File: src/design/spa_pkg.sv
package spa_pkg;

    localparam int STRIPS_PER_EVENT = 36;

    localparam int STRIP_W     = 8;
    localparam int EN_IN_W     = 13;
    localparam int ENERGY_W    = 16;
    localparam int COUNT_W     = 8;
    localparam int WSUM_W      = 24;
    localparam int PROD_W      = COUNT_W + EN_IN_W;

    localparam logic [STRIP_W-1:0] LAST_STRIP = STRIP_W'(STRIPS_PER_EVENT - 1);

    // Output queue: up to two results per strip, one leaves per cycle while the consumer is ready.
    localparam int FIFO_DEPTH = 4;
    localparam int FIFO_PTR_W = $clog2(FIFO_DEPTH);
    localparam int FIFO_CNT_W = $clog2(FIFO_DEPTH + 1);

    typedef struct packed {
        logic [EN_IN_W-1:0] strip_energy;
        logic               open_mark;
        logic               fill_mark;
        logic               close_mark;
        logic               event_end;
    } strip_item_t;

    typedef struct packed {
        logic [WSUM_W-1:0]   weighted;
        logic [COUNT_W-1:0]  count;
        logic [STRIP_W-1:0]  first;
        logic [ENERGY_W-1:0] energy;
    } slot_rec_t;

    // Packed so that slot_index sits in the lowest bits.
    typedef struct packed {
        logic                final_slot;
        logic [WSUM_W-1:0]   weighted_sum;
        logic [COUNT_W-1:0]  strip_count;
        logic [STRIP_W-1:0]  first_strip;
        logic [ENERGY_W-1:0] peak_energy_out;
        logic [STRIP_W-1:0]  slot_index;
    } result_t;

    typedef struct packed {
        logic    a_valid;
        result_t a;
        logic    b_valid;
        result_t b;
    } result_pair_t;

    function automatic result_t make_result(slot_rec_t rec, logic [STRIP_W-1:0] slot,
                                            logic fin, logic [ENERGY_W-1:0] thr);
        result_t r;
        r.final_slot      = fin;
        r.weighted_sum    = rec.weighted;
        r.strip_count     = rec.count;
        r.first_strip     = rec.first;
        r.peak_energy_out = (rec.energy < thr) ? '0 : rec.energy;
        r.slot_index      = slot;
        return r;
    endfunction

endpackage

File: src/design/spa_strip_proc.sv
module spa_strip_proc
    import spa_pkg::*;
(
    input  logic                aclk,
    input  logic                aresetn,
    input  logic                in_valid,
    output logic                in_ready,
    input  strip_item_t         in_item,
    input  logic [ENERGY_W-1:0] threshold,
    input  logic                room,
    output result_pair_t        results
);

    strip_item_t          item_reg;
    logic                 item_valid_reg, item_valid_next;
    logic [STRIP_W-1:0]   strip_reg, strip_next;
    logic [STRIP_W-1:0]   start_reg, start_next;
    logic [COUNT_W-1:0]   count_reg, count_next;
    logic [ENERGY_W-1:0]  energy_reg, energy_next;
    logic [WSUM_W-1:0]    wsum_reg, wsum_next;
    slot_rec_t            prev_slot_reg, prev_slot_next;
    slot_rec_t            cur_slot_reg, cur_slot_next;

    logic                 fire;
    logic                 last;
    logic [STRIP_W-1:0]   start_upd;
    logic [COUNT_W-1:0]   count_upd;
    logic [ENERGY_W-1:0]  energy_upd;
    logic [WSUM_W-1:0]    wsum_upd;
    logic [PROD_W-1:0]    prod;
    slot_rec_t            rec;
    slot_rec_t            prev_slot_upd, cur_slot_upd;

    assign fire     = item_valid_reg && room;
    assign in_ready = !item_valid_reg || fire;

    always_comb begin
        last      = item_reg.event_end || (strip_reg >= LAST_STRIP);
        start_upd = item_reg.open_mark ? strip_reg : start_reg;

        count_upd  = item_reg.fill_mark ? count_reg + 1'b1 : count_reg;
        prod       = {{EN_IN_W{1'b0}}, count_upd} * {{COUNT_W{1'b0}}, item_reg.strip_energy};
        energy_upd = energy_reg;
        wsum_upd   = wsum_reg;
        if (item_reg.fill_mark) begin
            energy_upd = energy_reg + ENERGY_W'(item_reg.strip_energy);
            wsum_upd   = wsum_reg + WSUM_W'(prod);
        end

        rec.energy   = energy_upd;
        rec.first    = start_upd;
        rec.count    = count_upd;
        rec.weighted = wsum_upd;

        // A one-strip peak belongs to this strip, any other to the strip before (none at strip zero).
        prev_slot_upd = prev_slot_reg;
        cur_slot_upd  = cur_slot_reg;
        if (item_reg.close_mark) begin
            if (count_upd == COUNT_W'(1)) begin
                cur_slot_upd = rec;
            end else if (strip_reg != '0) begin
                prev_slot_upd = rec;
            end
        end

        results.a_valid = fire && (strip_reg != '0);
        results.a       = make_result(prev_slot_upd, strip_reg - 1'b1, 1'b0, threshold);
        results.b_valid = fire && last;
        results.b       = make_result(cur_slot_upd, strip_reg, 1'b1, threshold);

        item_valid_next = item_valid_reg;
        if (in_valid && in_ready) begin
            item_valid_next = 1'b1;
        end else if (fire) begin
            item_valid_next = 1'b0;
        end

        strip_next     = strip_reg;
        start_next     = start_reg;
        count_next     = count_reg;
        energy_next    = energy_reg;
        wsum_next      = wsum_reg;
        prev_slot_next = prev_slot_reg;
        cur_slot_next  = cur_slot_reg;
        if (fire) begin
            if (last || item_reg.close_mark) begin
                start_next  = '0;
                count_next  = '0;
                energy_next = '0;
                wsum_next   = '0;
            end else begin
                start_next  = start_upd;
                count_next  = count_upd;
                energy_next = energy_upd;
                wsum_next   = wsum_upd;
            end
            if (last) begin
                strip_next     = '0;
                prev_slot_next = '0;
                cur_slot_next  = '0;
            end else begin
                strip_next     = strip_reg + 1'b1;
                prev_slot_next = cur_slot_upd;
                cur_slot_next  = '0;
            end
        end
    end

    always_ff @(posedge aclk) begin
        if (!aresetn) begin
            item_valid_reg <= 1'b0;
            strip_reg      <= '0;
            start_reg      <= '0;
            count_reg      <= '0;
            energy_reg     <= '0;
            wsum_reg       <= '0;
            prev_slot_reg  <= '0;
            cur_slot_reg   <= '0;
        end else begin
            item_valid_reg <= item_valid_next;
            strip_reg      <= strip_next;
            start_reg      <= start_next;
            count_reg      <= count_next;
            energy_reg     <= energy_next;
            wsum_reg       <= wsum_next;
            prev_slot_reg  <= prev_slot_next;
            cur_slot_reg   <= cur_slot_next;
        end
    end

    always_ff @(posedge aclk) begin
        if (in_valid && in_ready) begin
            item_reg <= in_item;
        end
    end

endmodule

File: src/design/spa_out_fifo.sv
module spa_out_fifo
    import spa_pkg::*;
(
    input  logic         aclk,
    input  logic         aresetn,
    input  result_pair_t push,
    output logic         room,
    output logic         out_valid,
    input  logic         out_ready,
    output result_t      out_data
);

    result_t                entry_reg [FIFO_DEPTH];
    logic [FIFO_PTR_W-1:0]  wr_ptr_reg, wr_ptr_next;
    logic [FIFO_PTR_W-1:0]  rd_ptr_reg, rd_ptr_next;
    logic [FIFO_CNT_W-1:0]  count_reg, count_next;

    logic                   pop;
    logic                   we0, we1;
    result_t                wd0, wd1;
    logic [FIFO_PTR_W-1:0]  wr_ptr_p1;
    logic [FIFO_CNT_W-1:0]  n_push;

    assign room      = count_reg <= FIFO_CNT_W'(FIFO_DEPTH - 2);
    assign out_valid = count_reg != '0;
    assign out_data  = entry_reg[rd_ptr_reg];
    assign pop       = out_valid && out_ready;
    assign wr_ptr_p1 = wr_ptr_reg + 1'b1;

    // The two results of one strip are packed into consecutive entries.
    always_comb begin
        if (push.a_valid) begin
            we0 = 1'b1;
            wd0 = push.a;
            we1 = push.b_valid;
        end else begin
            we0 = push.b_valid;
            wd0 = push.b;
            we1 = 1'b0;
        end
        wd1    = push.b;
        n_push = FIFO_CNT_W'(we0) + FIFO_CNT_W'(we1);

        wr_ptr_next = wr_ptr_reg + FIFO_PTR_W'(n_push);
        rd_ptr_next = pop ? rd_ptr_reg + 1'b1 : rd_ptr_reg;
        count_next  = count_reg + n_push - FIFO_CNT_W'(pop);
    end

    always_ff @(posedge aclk) begin
        if (!aresetn) begin
            wr_ptr_reg <= '0;
            rd_ptr_reg <= '0;
            count_reg  <= '0;
        end else begin
            wr_ptr_reg <= wr_ptr_next;
            rd_ptr_reg <= rd_ptr_next;
            count_reg  <= count_next;
        end
    end

    always_ff @(posedge aclk) begin
        if (we0) begin
            entry_reg[wr_ptr_reg] <= wd0;
        end
        if (we1) begin
            entry_reg[wr_ptr_p1] <= wd1;
        end
    end

endmodule

File: src/design/strip_peak_accumulator_core.sv
// A strip transaction is registered in the update stage, and its slot records are written to
// the four-entry output queue once it has room; m_tvalid rises when the first record is queued
// and the final slot of an event follows the record of the strip before it.
// Throughput: one strip per cycle while the queue has room, set by the single update stage
// (register to register); the output drains one record per cycle while m_tready is high.
// Reset: synchronous, active low; clears strip counter, accumulators, slots and threshold.
module strip_peak_accumulator_core
    import spa_pkg::*;
(
    input  logic                aclk,
    input  logic                aresetn,
    input  logic                cfg_wr_en,
    input  logic [ENERGY_W-1:0] cfg_wr_data,   // energy_threshold
    input  logic                s_tvalid,
    output logic                s_tready,
    input  logic [15:0]         s_tdata,       // [12:0] strip_energy, rest zero
    input  logic [2:0]          s_tuser,       // [0] open_mark, [1] fill_mark, [2] close_mark
    input  logic                s_tlast,       // event_end
    output logic                m_tvalid,
    input  logic                m_tready,
    output logic [63:0]         m_tdata,       // slot_index, peak_energy_out, first_strip,
                                               // strip_count, weighted_sum (low to high)
    output logic                m_tlast        // final_slot
);

    logic [ENERGY_W-1:0] threshold_reg;
    strip_item_t         item;
    result_pair_t        pair;
    result_t             head;
    logic                room;

    always_ff @(posedge aclk) begin
        if (!aresetn) begin
            threshold_reg <= '0;
        end else if (cfg_wr_en) begin
            threshold_reg <= cfg_wr_data;
        end
    end

    assign item.strip_energy = s_tdata[EN_IN_W-1:0];
    assign item.open_mark    = s_tuser[0];
    assign item.fill_mark    = s_tuser[1];
    assign item.close_mark   = s_tuser[2];
    assign item.event_end    = s_tlast;

    spa_strip_proc u_proc (
        .aclk      (aclk),
        .aresetn   (aresetn),
        .in_valid  (s_tvalid),
        .in_ready  (s_tready),
        .in_item   (item),
        .threshold (threshold_reg),
        .room      (room),
        .results   (pair)
    );

    spa_out_fifo u_fifo (
        .aclk      (aclk),
        .aresetn   (aresetn),
        .push      (pair),
        .room      (room),
        .out_valid (m_tvalid),
        .out_ready (m_tready),
        .out_data  (head)
    );

    assign m_tdata = head[63:0];
    assign m_tlast = head.final_slot;

`ifndef ASSERT_OFF
    // The update stage may only produce results when the queue can take both.
    a_push_needs_room: assert property (@(posedge aclk) disable iff (!aresetn)
        (pair.a_valid || pair.b_valid) |-> room)
        else $error("results produced without queue room");

    // A produced result must be visible on the master side in the next cycle.
    a_push_shows: assert property (@(posedge aclk) disable iff (!aresetn)
        (pair.a_valid || pair.b_valid) |=> m_tvalid)
        else $error("produced result not presented");

    // The final slot of an event is the second result only when both are present.
    a_final_last: assert property (@(posedge aclk) disable iff (!aresetn)
        pair.a_valid |-> !pair.a.final_slot)
        else $error("final slot marked on the previous-strip record");

    a_reset_empty: assert property (@(posedge aclk)
        !aresetn |=> !m_tvalid)
        else $error("output valid right after reset");
`endif

endmodule

File: config.mk
export PLATFORM = sky130hd
export DESIGN_NAME = strip_peak_accumulator_core
export DESIGN_NICKNAME = d
export VERILOG_FILES = /design/src/design/spa_pkg.sv /design/src/design/spa_strip_proc.sv /design/src/design/spa_out_fifo.sv /design/src/design/strip_peak_accumulator_core.sv
export SDC_FILE = /design/constraint.sdc
export NUM_CORES = 1
export LEC_CHECK = 0
export ABC_AREA = 1
export ABC_CLOCK_PERIOD_IN_PS = 8500
export BUFFER_PORTS_ARGS = -buffer_cell sky130_fd_sc_hd__buf_2
export CORE_MARGIN = 1
export CORE_UTILIZATION = 45
export DETAILED_ROUTE_END_ITERATION = 10
export SYNTH_ARGS = -nofsm -noshare
export SYNTH_HDL_FRONTEND = slang
export SYNTH_HIERARCHICAL = 1
export SYNTH_SLANG_ARGS = --single-unit
File: constraint.sdc
create_clock -name aclk -period 8.5 [get_ports aclk]
set_input_delay 0 -clock aclk [delete_from_list [all_inputs] [get_ports aclk]]
set_output_delay 0 -clock aclk [all_outputs]
set_load 0.02 [all_outputs]
======== Word-level counts from Yosys, hierarchy flattened ========
Memories as Yosys holds them, arrays and structs flattened. A register that Yosys moved wholly into a read port is not among the register bits.
Index checks and enable logic that the tools add are counted.
cells by class
  $add $sub $neg .......................... 11
  $mul .................................... 1
  magnitude comparators ................... 4
  equal/unequal tests ..................... 1
  mux-type cells .......................... 28
  reduce and logical (&&, ||, !) cells .... 12
operators by type and width
  kind                                                 number
  two-way mux 56 bit                                   6
  two-way mux 65 bit                                   1
  two-way mux 16 bit                                   4
  two-way mux 24 bit                                   2
  two-way mux 8 bit                                    5
  < comparator 16 bit                                  2
  adder 24 x 21 -> 24 bit                              1
  multiplier 8 x 13 -> 21 bit                          1
  adder 16 x 13 -> 16 bit                              1
  adder 8 x 1 -> 8 bit, second input constant          2
  equality test 8 x 1 -> 1 bit, second input constant  1
  >= comparator 8 x 6 -> 1 bit, second input constant  1
  two-way mux 1 bit                                    8
  nonzero test 8 bit                                   1
  subtractor 8 x 1 -> 8 bit, second input constant     1
  logical AND 1 bit                                    5
  adder 2 x 1 -> 2 bit, second input constant          2
  two-way mux 2 bit                                    2
  adder 3 bit                                          1
  <= comparator 3 x 2 -> 1 bit, second input constant  1
  logical OR 1 bit                                     3
  nonzero test 3 bit                                   1
  subtractor 3 x 1 -> 3 bit                            1
  adder 1 x 1 -> 2 bit                                 1
  other kinds (3)                                      3
word-level totals
  register bits after elaboration ......... 161
  bits in writable memories ............... 260
  input port bits ......................... 41
  memories kept ........................... 1
memory list
  name              words  bits a word  read ports  clocked after memory_dff  write ports  RTL line            text
  u_fifo.entry_reg  4      65           1           1                         2            spa_out_fifo.sv:13  result_t entry_reg [FIFO_DEPTH];

======== Logic depth before layout (Yosys ltp) ========
  depth in word-level cells ............... 11
  gate-level depth with buffers ........... 36

======== Modules after synthesis ========
The synthesis kept the hierarchy.
by module, submodules not included
  module                       instances  cells each  area an instance (um^2)  seq. area each (um^2)
  spa_out_fifo                 1          1485        13709.4                  7987.7
  spa_strip_proc               1          1747        12296.8                  2932.8
  strip_peak_accumulator_core  1          101         674.4                    320.3

======== Worst setup path after synthesis ========
Ideal clock, no wire load.
  path kind ............................... register -> register
  from .................................... reg u_fifo.count_reg[0]
  to ...................................... mem u_fifo/entry_reg[3][0] in the netlist's numbering, enable pin
  data arrival time ....................... 6769 ps
  path slack .............................. 1146 ps
  stages on the path, launching flop included .. 11
  clock period less this slack ............ 7354 ps
  cell sequence ........................... dfxtp_1 a21oi_1 nand2_1 clkbuf_1 clkbuf_1 nor2_1 buf_6 buf_2 inv_1 ha_1 o31ai_1
RTL lines
  what                    RTL line            text
  from (decl)             spa_out_fifo.sv:16  logic [FIFO_CNT_W-1:0] count_reg, count_next;
  from (signal assigned)  spa_out_fifo.sv:57  count_reg <= count_next;
  to (decl)               spa_out_fifo.sv:13

==> flow_summary.json <==
{
  "layout-drive-gt1-share": 0.08087,
  "drc_errors": 0,
  "tightestPinTransition_ns": 1.230,
  "post-route-period-util": 0.8527,
  "grt_pass1_wl_mm": 118.5,
  "hold_path_class": "in2reg",
  "synth_top_area_cell": "edfxtp_1",
  "start_util": 0.4589,
  "tns_ns": 0,
  "clk_pin_slew_worst_paths_ns": 0.06,
  "firstDrtPassIters": 5,
  "clock_latency_ns": 0.59,
  "finalHoldViolations": 0,
  "syn_inst": 3333,
  "hpwl_mm": 47.78,
  "pre_cts_slack_ns": 1.375,
  "dieArea_um2": 60270,
  "io_pins": 108,
  "critPathMaxFanout": 26,
  "clockRootBuffer": "clkbuf_16",
  "vias_per_cell": 5.385,
  "grt_max_degree": 85,
  "peakVddDrop_v": 0.0001959,
  "maxCapViolCount": 0,
  "htreeDepth": 2,
  "arrival_ns": 7.66,
  "cp.required_ns": 8.92,
  "grt_setup_unrepaired": "false",
  "die_w_um": 245.5,
  "postCtsSetupRepairBufs": 0,
  "fin_ws_ns": 1.252,
  "grt_usage": 0.2514,
  "p_leak_nw": 11.63,
  "criticalPathCategory": "reg2reg",
  "core_um2": 58140,
  "status": "finished, final reports clean",
  "avgSynthCellArea_um2": 8.005,
  "yosysWarnings": 6,
  "gp_congestion": 0.8450,
  "cts_tree": "built",
  "port_buffers": 104,
  "cp-start-kind": "flop",
  "slowest_stage": "edfxtp_1",
  "routed_wl_mm": 75.57,
  "antenna_found_initial": 2,
  "grt_pass1_vias": 21680,
  "synth.distinct_cells": 51,
  "via_count": 22700,
  "die_y_um": 245.5,
  "clockBufferDepth": 3,
  "fin_skew_ns": 0.02621,
  "ys_ff_latch": 423,
  "nets": 3636,
  "drv_slew": 0,
  "largest_reg_flops": 260,
  "area_growth_pct": 11.58,
  "yosys-top-cells-area": "edfxtp_1 31%, dfxtp_1 11%, nand2_1 11%",
  "cpPeakStageDelay_ns": 0.93,
  "fmax_ghz": 0.1380,
  "relSlewSlack": 0.1789,
  "drt_iter0_drc": 1779,
  "syn_area_um2": 26680,
  "gr-total-overflow": 0,
  "synth_top_area_share": 0.3118,
  "ys_seq_area_frac": 0.4213,
  "final.min_clock_period_ns": 7.248,
  "p_per_area_nw_per_um2": 198.4,
  "wl_per_cell_um": 17.92,
  "crit_top_cell": "inv_1",
  "rows": 88,
  "crit_path_end_kind": "flop",
  "numCtsBuffers": 49,
  "setup_violations": 0,
  "ant_nets": 0,
  "cts.sinks": 423
}
[worst max-delay path: cells and delay by family (launching register included)]
family / cells / cell delay, ns
AO/OA/AOI/OAI: 8 / 1.69
flip-flops: 1 / 0.93
adder cells (fa/ha/maj): 5 / 2.34
AND/OR/NAND/NOR: 7 / 0.92
buffers and inverters: 8 / 1.18
[area by class of cell]
cell class	instances	area, um^2
clock buffer	67	1355
timing repair buffer	215	1559
multi-input combinational	2314	12920
inverter	406	1526
clock inverter	25	205.2
tap	765	957.2
fill	5479	28370
antenna	1	2.502
sequential	423	11250
[through the flow]
step           power (mW)  area (um^2)  instances  hold slack, ns    util
2_1_floorplan       3.366        26710       3340         0.09345       -
3_3_place_gp        3.834        27390       4041          0.1774  0.4711
3_5_place_dp        3.862        27390       4041          0.1781  0.4711
4_1_cts             5.950        29770       4215         0.08095  0.5120
5_1_grt             6.199        29770       4215          0.1054  0.5120
6_report            5.905        29770       4216          0.1177  0.5121
[cells by family (layout without fill, tap and decap cells)]
group / count (synthesis) / count (layout) / share of synthesized area
flops: 423 / 423 / 0.4213
simple gates: 1242 / 1242 / 0.1847
buf+inv: 603 / 713 / 0.1002
fa+ha+maj: 186 / 186 / 0.1117
xor+xnor: 29 / 29 / 0.009520
compound gates: 848 / 848 / 0.1723
other cells: 2 / 10 / 0.0002815
[report_power, final]
group          total (mW)  internal (mW)  leakage, nW  switching [mW]
clock                2.06           1.18        0.759           0.875
combinational        1.50          0.438         7.17            1.06
sequential           2.35           2.28         3.70          0.0766
[synthesized netlist by cell type (all sizes together)]
cell     instances
inv            405
nor3             8
a211oi           5
xnor2            9
a21boi          18
o2111ai          1
nor2           365
a31oi            5
nand3b           3
a2111oi          2
nor4             2
o21bai           3
a21o             3
a22oi           27
o21ai          566
edfxtp         277
clkinv           1
dfxtp          146
buf             95
conb             2
clkbuf         102
nand4           10
nand3           46
fa              87
o211ai           2
or2             19
nand2          785
o21a             7
o31ai            6
and2             1
ha              99
xor2            20
a21oi          137
nor3b            2
o22ai           66
and3             1
[placed cells by master, fill, tap and decap left out, types with 10 or more instances in the layout]
cell / count
nand2_1: 776
ha_1: 99
buf_2: 104
dfxtp_1: 144
nand4_1: 10
nor2_1: 353
clkbuf_1: 13
nand3_1: 41
xor2_1: 20
clkinv_2: 10
o22ai_1: 66
clkinv_1: 11
clkbuf_16: 50
a22oi_1: 27
inv_1: 398
edfxtp_1: 277
fa_1: 87
a21oi_1: 125
buf_4: 29
o21ai_0: 427
o21ai_1: 139
or2_2: 15
dlygate4sd3_1: 82
a21oi_2: 12
[final timing paths]
path,startpoint,to,slack (ns),cells after the start
setup / recovery,u_proc/item_reg[2],u_fifo/entry_reg[2][58],1.25,28
hold / removal,s_tdata[6],u_proc/item_reg[10],0.12,2
setup reg to reg,u_proc/item_reg[2],u_fifo/entry_reg[2][58],1.25,28
hold reg to reg,u_proc/prev_slot_reg[30],u_proc/prev_slot_reg[30],0.43,2
[layer usage]
metal / global-route usage / share of wire / vias up
met3: 0.03514 / 0.063 / 109
met2: 0.4238 / 0.47 / 669
li1: - / - / 11090
met1: 0.3386 / 0.44 / 10830
met5: 0 / 0.00036 / -
met4: 0.06357 / 0.022 / 4
[timing repair]
action / CTS / global route
gates resized for setup: 0 / 0
setup endpoints to repair: 0 / 0
hold buffers: 82 / 0
endpoints found under the hold margin: 67 / 0
Power figures use the tool's default switching activity.
